[config.mk]
export PLATFORM = sky130hd
export DESIGN_NAME = display_pixel_format_converter_flat
export DESIGN_NICKNAME = d
export VERILOG_FILES = /design/src/hdl/dpfc_pkg.sv /design/src/hdl/dpfc_if.sv /design/src/hdl/display_pixel_format_converter.sv /design/src/hdl/dpfc_front.sv /design/src/hdl/dpfc_queue.sv /design/src/hdl/dpfc_back.sv /design/src/flat_wrapper.sv
export SDC_FILE = /design/constraint.sdc
export NUM_CORES = 1
export LEC_CHECK = 0
export BUFFER_PORTS_ARGS = -buffer_cell sky130_fd_sc_hd__buf_2
export CAP_MARGIN = 10
export CELL_PAD_IN_SITES_DETAIL_PLACEMENT = 0
export CELL_PAD_IN_SITES_GLOBAL_PLACEMENT = 1
export CORE_MARGIN = 2
export CORE_UTILIZATION = 50
export DETAILED_ROUTE_END_ITERATION = 16
export GPL_TIMING_DRIVEN = 0
export PLACE_DENSITY = 0.82
export SLEW_MARGIN = 20
export SYNTH_ARGS = -nofsm -noshare
export SYNTH_HDL_FRONTEND = slang
export SYNTH_SLANG_ARGS = --single-unit
[constraint.sdc]
create_clock -name clk -period 7.8 [get_ports clk]
set_input_delay 0.39 -clock clk [delete_from_list [all_inputs] [get_ports clk]]
set_output_delay 0.39 -clock clk [all_outputs]
set_load 0.1 [all_outputs]
[src/hdl/dpfc_pkg.sv]
package dpfc_pkg;

	localparam int QueueDepth = 2;
	localparam int MaxBytes   = 4;

	// register indexes on the configuration port
	localparam logic [2:0] REG_MODE  = 3'd0;
	localparam logic [2:0] REG_CLUT0 = 3'd1;
	localparam logic [2:0] REG_CLUT1 = 3'd2;
	localparam logic [2:0] REG_CLUT2 = 3'd3;
	localparam logic [2:0] REG_CLUT3 = 3'd4;

	typedef enum logic [2:0] {
		MODE_PASS     = 3'd0,
		MODE_SWAP16   = 3'd1,
		MODE_RGB444   = 3'd2,
		MODE_RGB332   = 3'd3,
		MODE_GRAY8    = 3'd4,
		MODE_GRAY4    = 3'd5,
		MODE_PALETTE4 = 3'd6
	} mode_t;

	// converted bytes of one input item, bytes[0] sent first
	typedef struct packed {
		logic [MaxBytes-1:0][7:0] bytes;
		logic [2:0]               count;
		logic                     last;
	} bundle_t;

	function automatic logic [15:0] gray4_pixel(input logic [3:0] nib);
		logic [5:0] g6;
		logic [4:0] g5;
		g6 = {nib, nib[3:2]};
		g5 = {nib, nib[3]};
		return {g5, g6, g5};
	endfunction

endpackage

[src/hdl/dpfc_if.sv]
interface dpfc_in_if;
	logic       valid;
	logic       ready;
	logic [7:0] data_byte;
	logic       last_byte;

	modport source(output valid, data_byte, last_byte, input ready);
	modport sink(input valid, data_byte, last_byte, output ready);
endinterface

interface dpfc_out_if;
	logic       valid;
	logic       ready;
	logic [7:0] out_byte;
	logic       out_last;

	modport source(output valid, out_byte, out_last, input ready);
	modport sink(input valid, out_byte, out_last, output ready);
endinterface

[src/hdl/display_pixel_format_converter.sv]
// channel  dir  payload                 accepted when
// src      in   data_byte, last_byte    src.valid & src.ready
// dst      out  out_byte, out_last      dst.valid & dst.ready
// cfg      in   cfg_index, cfg_data     cfg_we
//
// an item produces up to 4 output bytes, sent one per cycle while dst is ready and
// paced by the byte-wide output register; the front takes a new item every cycle the queue
// has room, so items that give no byte or one byte flow back to back
// reset clears mode, palette, pixel state, queue and output valid
// either side may stall; the queue between front and back absorbs the skew
module display_pixel_format_converter #(
	parameter int QUEUE_DEPTH = dpfc_pkg::QueueDepth
) (
	input  logic        clk,
	input  logic        arst_n,
	input  logic        cfg_we,
	input  logic [2:0]  cfg_index,
	input  logic [63:0] cfg_data,
	dpfc_in_if.sink     src,
	dpfc_out_if.source  dst
);
	import dpfc_pkg::*;

	bundle_t push_data;
	bundle_t head;
	logic    push;
	logic    pop;
	logic    full;
	logic    empty;

	dpfc_front u_front (
		.clk       (clk),
		.arst_n    (arst_n),
		.cfg_we    (cfg_we),
		.cfg_index (cfg_index),
		.cfg_data  (cfg_data),
		.src       (src),
		.q_full    (full),
		.push      (push),
		.push_data (push_data)
	);

	dpfc_queue #(
		.Depth (QUEUE_DEPTH)
	) u_queue (
		.clk       (clk),
		.arst_n    (arst_n),
		.push      (push),
		.push_data (push_data),
		.pop       (pop),
		.head      (head),
		.full      (full),
		.empty     (empty)
	);

	dpfc_back u_back (
		.clk    (clk),
		.arst_n (arst_n),
		.head   (head),
		.empty  (empty),
		.pop    (pop),
		.dst    (dst)
	);

endmodule

[src/hdl/dpfc_front.sv]
module dpfc_front (
	input  logic              clk,
	input  logic              arst_n,
	input  logic              cfg_we,
	input  logic [2:0]        cfg_index,
	input  logic [63:0]       cfg_data,
	dpfc_in_if.sink           src,
	input  logic              q_full,
	output logic              push,
	output dpfc_pkg::bundle_t push_data
);
	import dpfc_pkg::*;

	logic [2:0]       mode_q;
	logic [3:0][63:0] clut_q;
	logic [7:0]       held_byte_q;
	logic             byte_phase_q;
	logic             pixel_phase_q;
	logic [3:0]       saved_blue_q;

	logic [7:0]  held_n;
	logic        bp_n;
	logic        pp_n;
	logic [3:0]  sb_n;
	logic        accept;
	logic [7:0]  d;
	logic [15:0] px;
	logic [15:0] px_lo;
	logic [15:0] px_a;
	logic [15:0] px_b;
	logic [2:0]  r3;
	logic [2:0]  g3;
	logic [1:0]  b2;
	bundle_t     bnd;

	function automatic logic [15:0] pal(input logic [3:0][63:0] tbl, input logic [3:0] idx);
		return tbl[idx[3:2]][{idx[1:0], 4'b0000} +: 16];
	endfunction

	assign src.ready = !q_full;
	assign accept    = src.valid && !q_full;
	assign d         = src.data_byte;

	always_comb begin
		held_n = held_byte_q;
		bp_n   = byte_phase_q;
		pp_n   = pixel_phase_q;
		sb_n   = saved_blue_q;
		bnd    = '0;
		px     = {d, held_byte_q};
		px_lo  = '0;
		px_a   = '0;
		px_b   = '0;
		r3     = d[7:5];
		g3     = d[4:2];
		b2     = d[1:0];
		case (mode_t'(mode_q))
			MODE_SWAP16: begin
				if (!byte_phase_q) begin
					held_n = d;
					bp_n   = 1'b1;
					if (src.last_byte) begin
						bnd.bytes[0] = d;
						bnd.count    = 3'd1;
					end
				end else begin
					bnd.bytes[0] = d;
					bnd.bytes[1] = held_byte_q;
					bnd.count    = 3'd2;
					bp_n         = 1'b0;
				end
			end
			MODE_RGB444: begin
				if (!byte_phase_q) begin
					held_n = d;
					bp_n   = 1'b1;
					if (src.last_byte && pixel_phase_q) begin
						bnd.bytes[0] = {saved_blue_q, 4'b0000};
						bnd.count    = 3'd1;
					end
				end else begin
					bp_n = 1'b0;
					if (!pixel_phase_q) begin
						bnd.bytes[0] = {px[15:12], px[10:7]};
						sb_n         = px[4:1];
						pp_n         = 1'b1;
						if (src.last_byte) begin
							bnd.bytes[1] = {px[4:1], 4'b0000};
							bnd.count    = 3'd2;
						end else begin
							bnd.count = 3'd1;
						end
					end else begin
						bnd.bytes[0] = {saved_blue_q, px[15:12]};
						bnd.bytes[1] = {px[10:7], px[4:1]};
						bnd.count    = 3'd2;
						pp_n         = 1'b0;
					end
				end
			end
			MODE_RGB332: begin
				// widen each channel by bit replication
				px_lo        = {r3, r3[2:1], g3, g3, b2, b2, b2[1]};
				bnd.bytes[0] = px_lo[15:8];
				bnd.bytes[1] = px_lo[7:0];
				bnd.count    = 3'd2;
			end
			MODE_GRAY8: begin
				px_lo        = {d[7:3], d[7:2], d[7:3]};
				bnd.bytes[0] = px_lo[15:8];
				bnd.bytes[1] = px_lo[7:0];
				bnd.count    = 3'd2;
			end
			MODE_GRAY4: begin
				px_a         = gray4_pixel(d[7:4]);
				px_b         = gray4_pixel(d[3:0]);
				bnd.bytes[0] = px_a[15:8];
				bnd.bytes[1] = px_a[7:0];
				bnd.bytes[2] = px_b[15:8];
				bnd.bytes[3] = px_b[7:0];
				bnd.count    = 3'd4;
			end
			MODE_PALETTE4: begin
				px_a         = pal(clut_q, d[7:4]);
				px_b         = pal(clut_q, d[3:0]);
				bnd.bytes[0] = px_a[15:8];
				bnd.bytes[1] = px_a[7:0];
				bnd.bytes[2] = px_b[15:8];
				bnd.bytes[3] = px_b[7:0];
				bnd.count    = 3'd4;
			end
			default: begin
				bnd.bytes[0] = d;
				bnd.count    = 3'd1;
			end
		endcase
		bnd.last = src.last_byte;
		if (src.last_byte) begin
			bp_n = 1'b0;
			pp_n = 1'b0;
		end
	end

	assign push      = accept && (bnd.count != 3'd0);
	assign push_data = bnd;

	always_ff @(posedge clk or negedge arst_n) begin
		if (!arst_n) begin
			mode_q        <= MODE_PASS;
			clut_q        <= '0;
			held_byte_q   <= '0;
			byte_phase_q  <= 1'b0;
			pixel_phase_q <= 1'b0;
			saved_blue_q  <= '0;
		end else if (cfg_we) begin
			case (cfg_index)
				REG_MODE: begin
					mode_q        <= cfg_data[2:0];
					byte_phase_q  <= 1'b0;
					pixel_phase_q <= 1'b0;
				end
				REG_CLUT0: clut_q[0] <= cfg_data;
				REG_CLUT1: clut_q[1] <= cfg_data;
				REG_CLUT2: clut_q[2] <= cfg_data;
				REG_CLUT3: clut_q[3] <= cfg_data;
				default: ;
			endcase
		end else if (accept) begin
			held_byte_q   <= held_n;
			byte_phase_q  <= bp_n;
			pixel_phase_q <= pp_n;
			saved_blue_q  <= sb_n;
		end
	end

endmodule

[src/hdl/dpfc_queue.sv]
module dpfc_queue #(
	parameter int Depth = dpfc_pkg::QueueDepth
) (
	input  logic              clk,
	input  logic              arst_n,
	input  logic              push,
	input  dpfc_pkg::bundle_t push_data,
	input  logic              pop,
	output dpfc_pkg::bundle_t head,
	output logic              full,
	output logic              empty
);
	import dpfc_pkg::*;

	localparam int PW = (Depth > 1) ? $clog2(Depth) : 1;
	localparam int CW = $clog2(Depth + 1);

	bundle_t         mem_q [Depth];
	logic [PW-1:0]   wr_ptr_q;
	logic [PW-1:0]   rd_ptr_q;
	logic [CW-1:0]   fill_q;

	function automatic logic [PW-1:0] nxt(input logic [PW-1:0] p);
		return (p == PW'(Depth - 1)) ? '0 : p + PW'(1);
	endfunction

	assign full  = (fill_q == CW'(Depth));
	assign empty = (fill_q == '0);
	assign head  = mem_q[rd_ptr_q];

	always_ff @(posedge clk) begin
		if (push) begin
			mem_q[wr_ptr_q] <= push_data;
		end
	end

	always_ff @(posedge clk or negedge arst_n) begin
		if (!arst_n) begin
			wr_ptr_q <= '0;
			rd_ptr_q <= '0;
			fill_q   <= '0;
		end else begin
			if (push) begin
				wr_ptr_q <= nxt(wr_ptr_q);
			end
			if (pop) begin
				rd_ptr_q <= nxt(rd_ptr_q);
			end
			if (push && !pop) begin
				fill_q <= fill_q + CW'(1);
			end else if (pop && !push) begin
				fill_q <= fill_q - CW'(1);
			end
		end
	end

endmodule

[src/hdl/dpfc_back.sv]
module dpfc_back (
	input  logic              clk,
	input  logic              arst_n,
	input  dpfc_pkg::bundle_t head,
	input  logic              empty,
	output logic              pop,
	dpfc_out_if.source        dst
);
	import dpfc_pkg::*;

	logic [1:0] idx_q;
	logic       out_valid_q;
	logic [7:0] out_byte_q;
	logic       out_last_q;
	logic       load;
	logic       final_byte;

	assign load       = !empty && (!out_valid_q || dst.ready);
	assign final_byte = ({1'b0, idx_q} == (head.count - 3'd1));
	assign pop        = load && final_byte;

	assign dst.valid    = out_valid_q;
	assign dst.out_byte = out_byte_q;
	assign dst.out_last = out_last_q;

	always_ff @(posedge clk) begin
		if (load) begin
			out_byte_q <= head.bytes[idx_q];
			out_last_q <= head.last && final_byte;
		end
	end

	always_ff @(posedge clk or negedge arst_n) begin
		if (!arst_n) begin
			idx_q       <= '0;
			out_valid_q <= 1'b0;
		end else begin
			if (load) begin
				out_valid_q <= 1'b1;
				idx_q       <= final_byte ? 2'd0 : idx_q + 2'd1;
			end else if (dst.ready) begin
				out_valid_q <= 1'b0;
			end
		end
	end

endmodule
[src/flat_wrapper.sv]
// flat-port wrapper written by rule: the top's interface ports become plain ports
module display_pixel_format_converter_flat import dpfc_pkg::*;
#(
	parameter int QUEUE_DEPTH = dpfc_pkg::QueueDepth
)
  (clk, arst_n, cfg_we, cfg_index, cfg_data, src_valid, src_data_byte, src_last_byte, src_ready, dst_valid, dst_out_byte, dst_out_last, dst_ready);
  dpfc_in_if src_i ();
  dpfc_out_if dst_i ();
  input  logic clk;
  input  logic arst_n;
  input  logic cfg_we;
  input  logic [2:0] cfg_index;
  input  logic [63:0] cfg_data;
  input wire logic [$bits(src_i.valid)-1:0] src_valid;
  input wire logic [$bits(src_i.data_byte)-1:0] src_data_byte;
  input wire logic [$bits(src_i.last_byte)-1:0] src_last_byte;
  output wire logic [$bits(src_i.ready)-1:0] src_ready;
  output wire logic [$bits(dst_i.valid)-1:0] dst_valid;
  output wire logic [$bits(dst_i.out_byte)-1:0] dst_out_byte;
  output wire logic [$bits(dst_i.out_last)-1:0] dst_out_last;
  input wire logic [$bits(dst_i.ready)-1:0] dst_ready;
  assign src_i.valid = src_valid;
  assign src_i.data_byte = src_data_byte;
  assign src_i.last_byte = src_last_byte;
  assign src_ready = src_i.ready;
  assign dst_valid = dst_i.valid;
  assign dst_out_byte = dst_i.out_byte;
  assign dst_out_last = dst_i.out_last;
  assign dst_i.ready = dst_ready;
  display_pixel_format_converter #(.QUEUE_DEPTH(QUEUE_DEPTH)) u_core (.clk(clk), .arst_n(arst_n), .cfg_we(cfg_we), .cfg_index(cfg_index), .cfg_data(cfg_data), .src(src_i), .dst(dst_i));
endmodule
==> results_dict.tcl <==
set metrics [dict create \
    avgSynthCellArea_um2 15.5 \
    syn_area_mm2 0.0185 \
    drv_slew 0 \
    drc 0 \
    ir_drop_mv 0.231 \
    grt_overflow_total 0 \
    finalCritPeriodShare_pct 35.3 \
    rows 70 \
    min_period_ps 2750 \
    fillers 2855 \
    grt_pass1_vias 12600 \
    status "finished clean" \
    yosysTopAreaCell "dfrtp_1" \
    setup_viol 0 \
    crit_path_end_kind "flop" \
    final_cell_mix "mux2_2 (280), dfrtp_1 (280), buf_2 (131)" \
    area_growth_pct 13.3 \
    cts_resized 0 \
    ff2ff_path_depth 6 \
    synth_top_area_share_pct 38.0 \
    dr.pass1.iters 5 \
    combPwrFrac_pct 28.3 \
    layout.nets 1409 \
    dr.first_iter.drc_count 1072 \
    r2r-end "u_core.u_queue.mem_q[1][31]$_DFFE_PP_" \
    timing.hold.ws_ps 128 \
    syn_inst 1191 \
    relSlewSlack_pct 17.0 \
    fin_util_pct 57.2 \
    root_buffer "clkbuf_16" \
    ys_warn_count 0 \
    cts.htree.levels 2 \
    maxCapViolCount 0 \
    grt_pass1_wl_um 83500 \
    die_h_um 196 \
    cp_max_fo 10 \
    drive_above_1_share_pct 46.2 \
    finalSetupTns_ps 0 \
    cts.sinks 361 \
    hold_violations 0 \
    rsz0062_at_grt "false" \
    worstPathRequired_ps 8050 \
    cts_tree "done" \
    vias_per_cell 6.67 \
    hold_path.class "input pin to flop" \
    post_cts_buffers 0 \
    syn_nets 1274 \
    grt_start_max_net_pins 94 \
    p_leak_nw 8.38 \
    die_w_um 196 \
    routabilityCongestion 0.942 \
    startpoint_type "input pin" \
    tightestPinTransition_ps 1250 \
    post_dp_cell_area_mm2 0.0196 \
    pwr-share-seq_pct 42.9 \
    die-area_mm2 0.0385 \
    antenna_found_initial 0 \
    dp_hpwl_um 39200 \
    fmax_ghz 0.363 \
    synth-edff-count 81 \
    reg2reg_slack_ps 5070 \
    core_area_mm2 0.0365 \
    clock-skew-final_ps 12.3 \
    synth_seq_area_share_pct 51.1 \
    cts_buffers 40 \
    start_util_pct 50.5 \
    routed_wl_um 55800 \
    whs_path_depth 2 \
    clk_latency_ps 530 \
    ant_nets 0 \
    grt_usage_pct 29.9 \
    path_clk_slew_ps 60 \
    ys_types 62 \
    timing.rr.start "u_core.u_front.mode_q[1]$_DFFE_PN0P_" \
    vias 12200 \
    clockPowerShare_pct 28.8 \
    io_pins 92 \
    crit_type "input pin to flop" \
    wl_per_cell_um 30.6 \
    synth-async-reset-ratio_pct 77.6 \
    port_buffers 87 \
    min_from "cfg_data[25]" \
    hold_end "u_core.u_front.clut_q[217]$_DFFE_PN0P_" \
    synth-seq-cells 361 \
    postLayoutCellArea_mm2 0.0209 \
    internal_power_mw 4.39 \
    synth_ff_type "dfrtp_1" \
    worstPathArrival_ps 3010 \
    p_per_area_mw_per_mm2 307 \
    synth_area_leaders "dfrtp_1 (38%), mux2_2 (17%), mux4_2 (15%), edfxtp_1 (13%), mux2i_1 (3.5%)" \
    cts.path.max_buffers 3 \
    swShare_pct 31.6 \
    p_sw_mw 2.02 \
]
-- through the flow --
| stage | cells | setup slack [ps] | power [mW] |
|---|---|---|---|
| after global placement | 1746 | 1140 | 4.48 |
| final | 1824 | 5050 | 6.41 |
| after floorplan | 1191 | 4230 | 4.02 |
| after detailed placement | 1751 | 4710 | 4.58 |
| after CTS | 1822 | 5050 | 6.42 |
| after global routing | 1822 | 4920 | 6.68 |
-- cell families (layout without fill, tap and decap cells) --
family                   after synthesis  count (layout)  synth area share (%)
buffers and inverters                 98             261                  2.97
flip-flops                           361             361                  51.1
AO/OA/AOI/OAI                        131             131                  5.25
multiplexers                         474             474                  36.5
other                                  0               2                     0
adder cells (fa/ha/maj)                2               2                 0.136
XOR/XNOR                              11              11                 0.522
AND/OR/NAND/NOR                      114             114                  3.48
-- synth_stat cells, types with 3 or more instances --
cell type	count
dfrtp_1	280
mux2_2	280
mux4_2	121
edfxtp_1	81
mux2i_1	65
buf_2	45
o211ai_1	30
a22oi_1	28
nand2_1	27
nor2_1	23
clkbuf_1	22
a221oi_1	17
o21ai_0	15
buf_6	12
a21oi_1	10
nand2b_1	10
nand3_1	8
nor2b_1	8
and2_1	7
mux4_1	7
xor2_1	7
a32oi_1	6
buf_1	6
inv_1	5
a22o_1	4
buf_4	4
nand4_1	4
nor4b_1	4
xnor2_1	4
a31oi_1	3
nand4b_1	3
nand4bb_1	3
o2bb2ai_1	3
-- worst max-delay path by stage --
stage	depth (start not counted)	from	slack (ps)	to
4_1_cts	6	u_core.u_front.mode_q[1]$_DFFE_PN0P_	5050	u_core.u_queue.mem_q[1][31]$_DFFE_PP_
3_3_place_gp	1	arst_n	1140	u_core.u_front.clut_q[85]$_DFFE_PN0P_
6_report	5	src_data_byte[3]	5050	u_core.u_queue.mem_q[0][34]$_DFFE_PP_
5_1_grt	6	u_core.u_front.mode_q[1]$_DFFE_PN0P_	4920	u_core.u_queue.mem_q[1][15]$_DFFE_PP_
2_1_floorplan	3	u_core.u_queue.fill_q[0]$_DFFE_PN0P_	4230	u_core.u_queue.mem_q[0][0]$_DFFE_PP_
3_5_place_dp	5	src_data_byte[3]	4710	u_core.u_queue.mem_q[0][34]$_DFFE_PP_
-- state kept, by name, indices dropped and copies added (netlist names) --
register,flops
u_core.u_back.dst.out_byte,8
u_core.u_back.dst.out_last,1
u_core.u_back.dst.valid,1
u_core.u_back.idx_q,2
u_core.u_front.byte_phase_q,1
u_core.u_front.clut_q,256
u_core.u_front.held_byte_q,8
u_core.u_front.mode_q,3
u_core.u_front.pixel_phase_q,1
u_core.u_front.saved_blue_q,4
u_core.u_queue.fill_q,2
u_core.u_queue.mem_q,72
u_core.u_queue.rd_ptr_q,1
u_core.u_queue.wr_ptr_q,1
-- metal layers --
metal	global-route usage (%)	up-vias	share of wire, %
li1	-	4987	-
met2	47.2	583	47
met4	12.9	0	4.5
met1	40.4	6435	40
met3	6.15	157	8.2
met5	0	-	0
-- worst max-delay path, stage by stage --
cell and delay [ps]:
buf_2 290, buf_2 480, buf_1 870, nand2_1 520, o211ai_1 450
-- layout make-up --
cell class | count | area, µm² | area share (%)
plain buffers | 92 | 526 | 2.51
clock inverters | 13 | 119 | 0.568
multi-input cells | 732 | 8480 | 40.6
diodes | 2 | 5.00 | 0.0239
inverters | 6 | 22.5 | 0.108
well taps | 468 | 586 | 2.80
repair buffers | 93 | 586 | 2.80
flip-flops and latches | 361 | 9440 | 45.1
clock buffers | 57 | 1150 | 5.48
-- power by group through the flow --
stage | clock, mW | sequential [mW] | combinational (mW)
after global placement | 0 | 2.75 | 1.73
after detailed placement | 0 | 2.77 | 1.80
after global routing | 1.95 | 2.80 | 1.92
after CTS | 1.86 | 2.74 | 1.81
after floorplan | 0 | 2.87 | 1.15
final | 1.85 | 2.75 | 1.81
-- repair_timing --
action                                  CTS  global route
endpoints found under the setup margin    0             0
hold endpoints to repair                 18             0
hold buffers                              1             0
No activity file was read; power rests on OpenSTA's default activity.
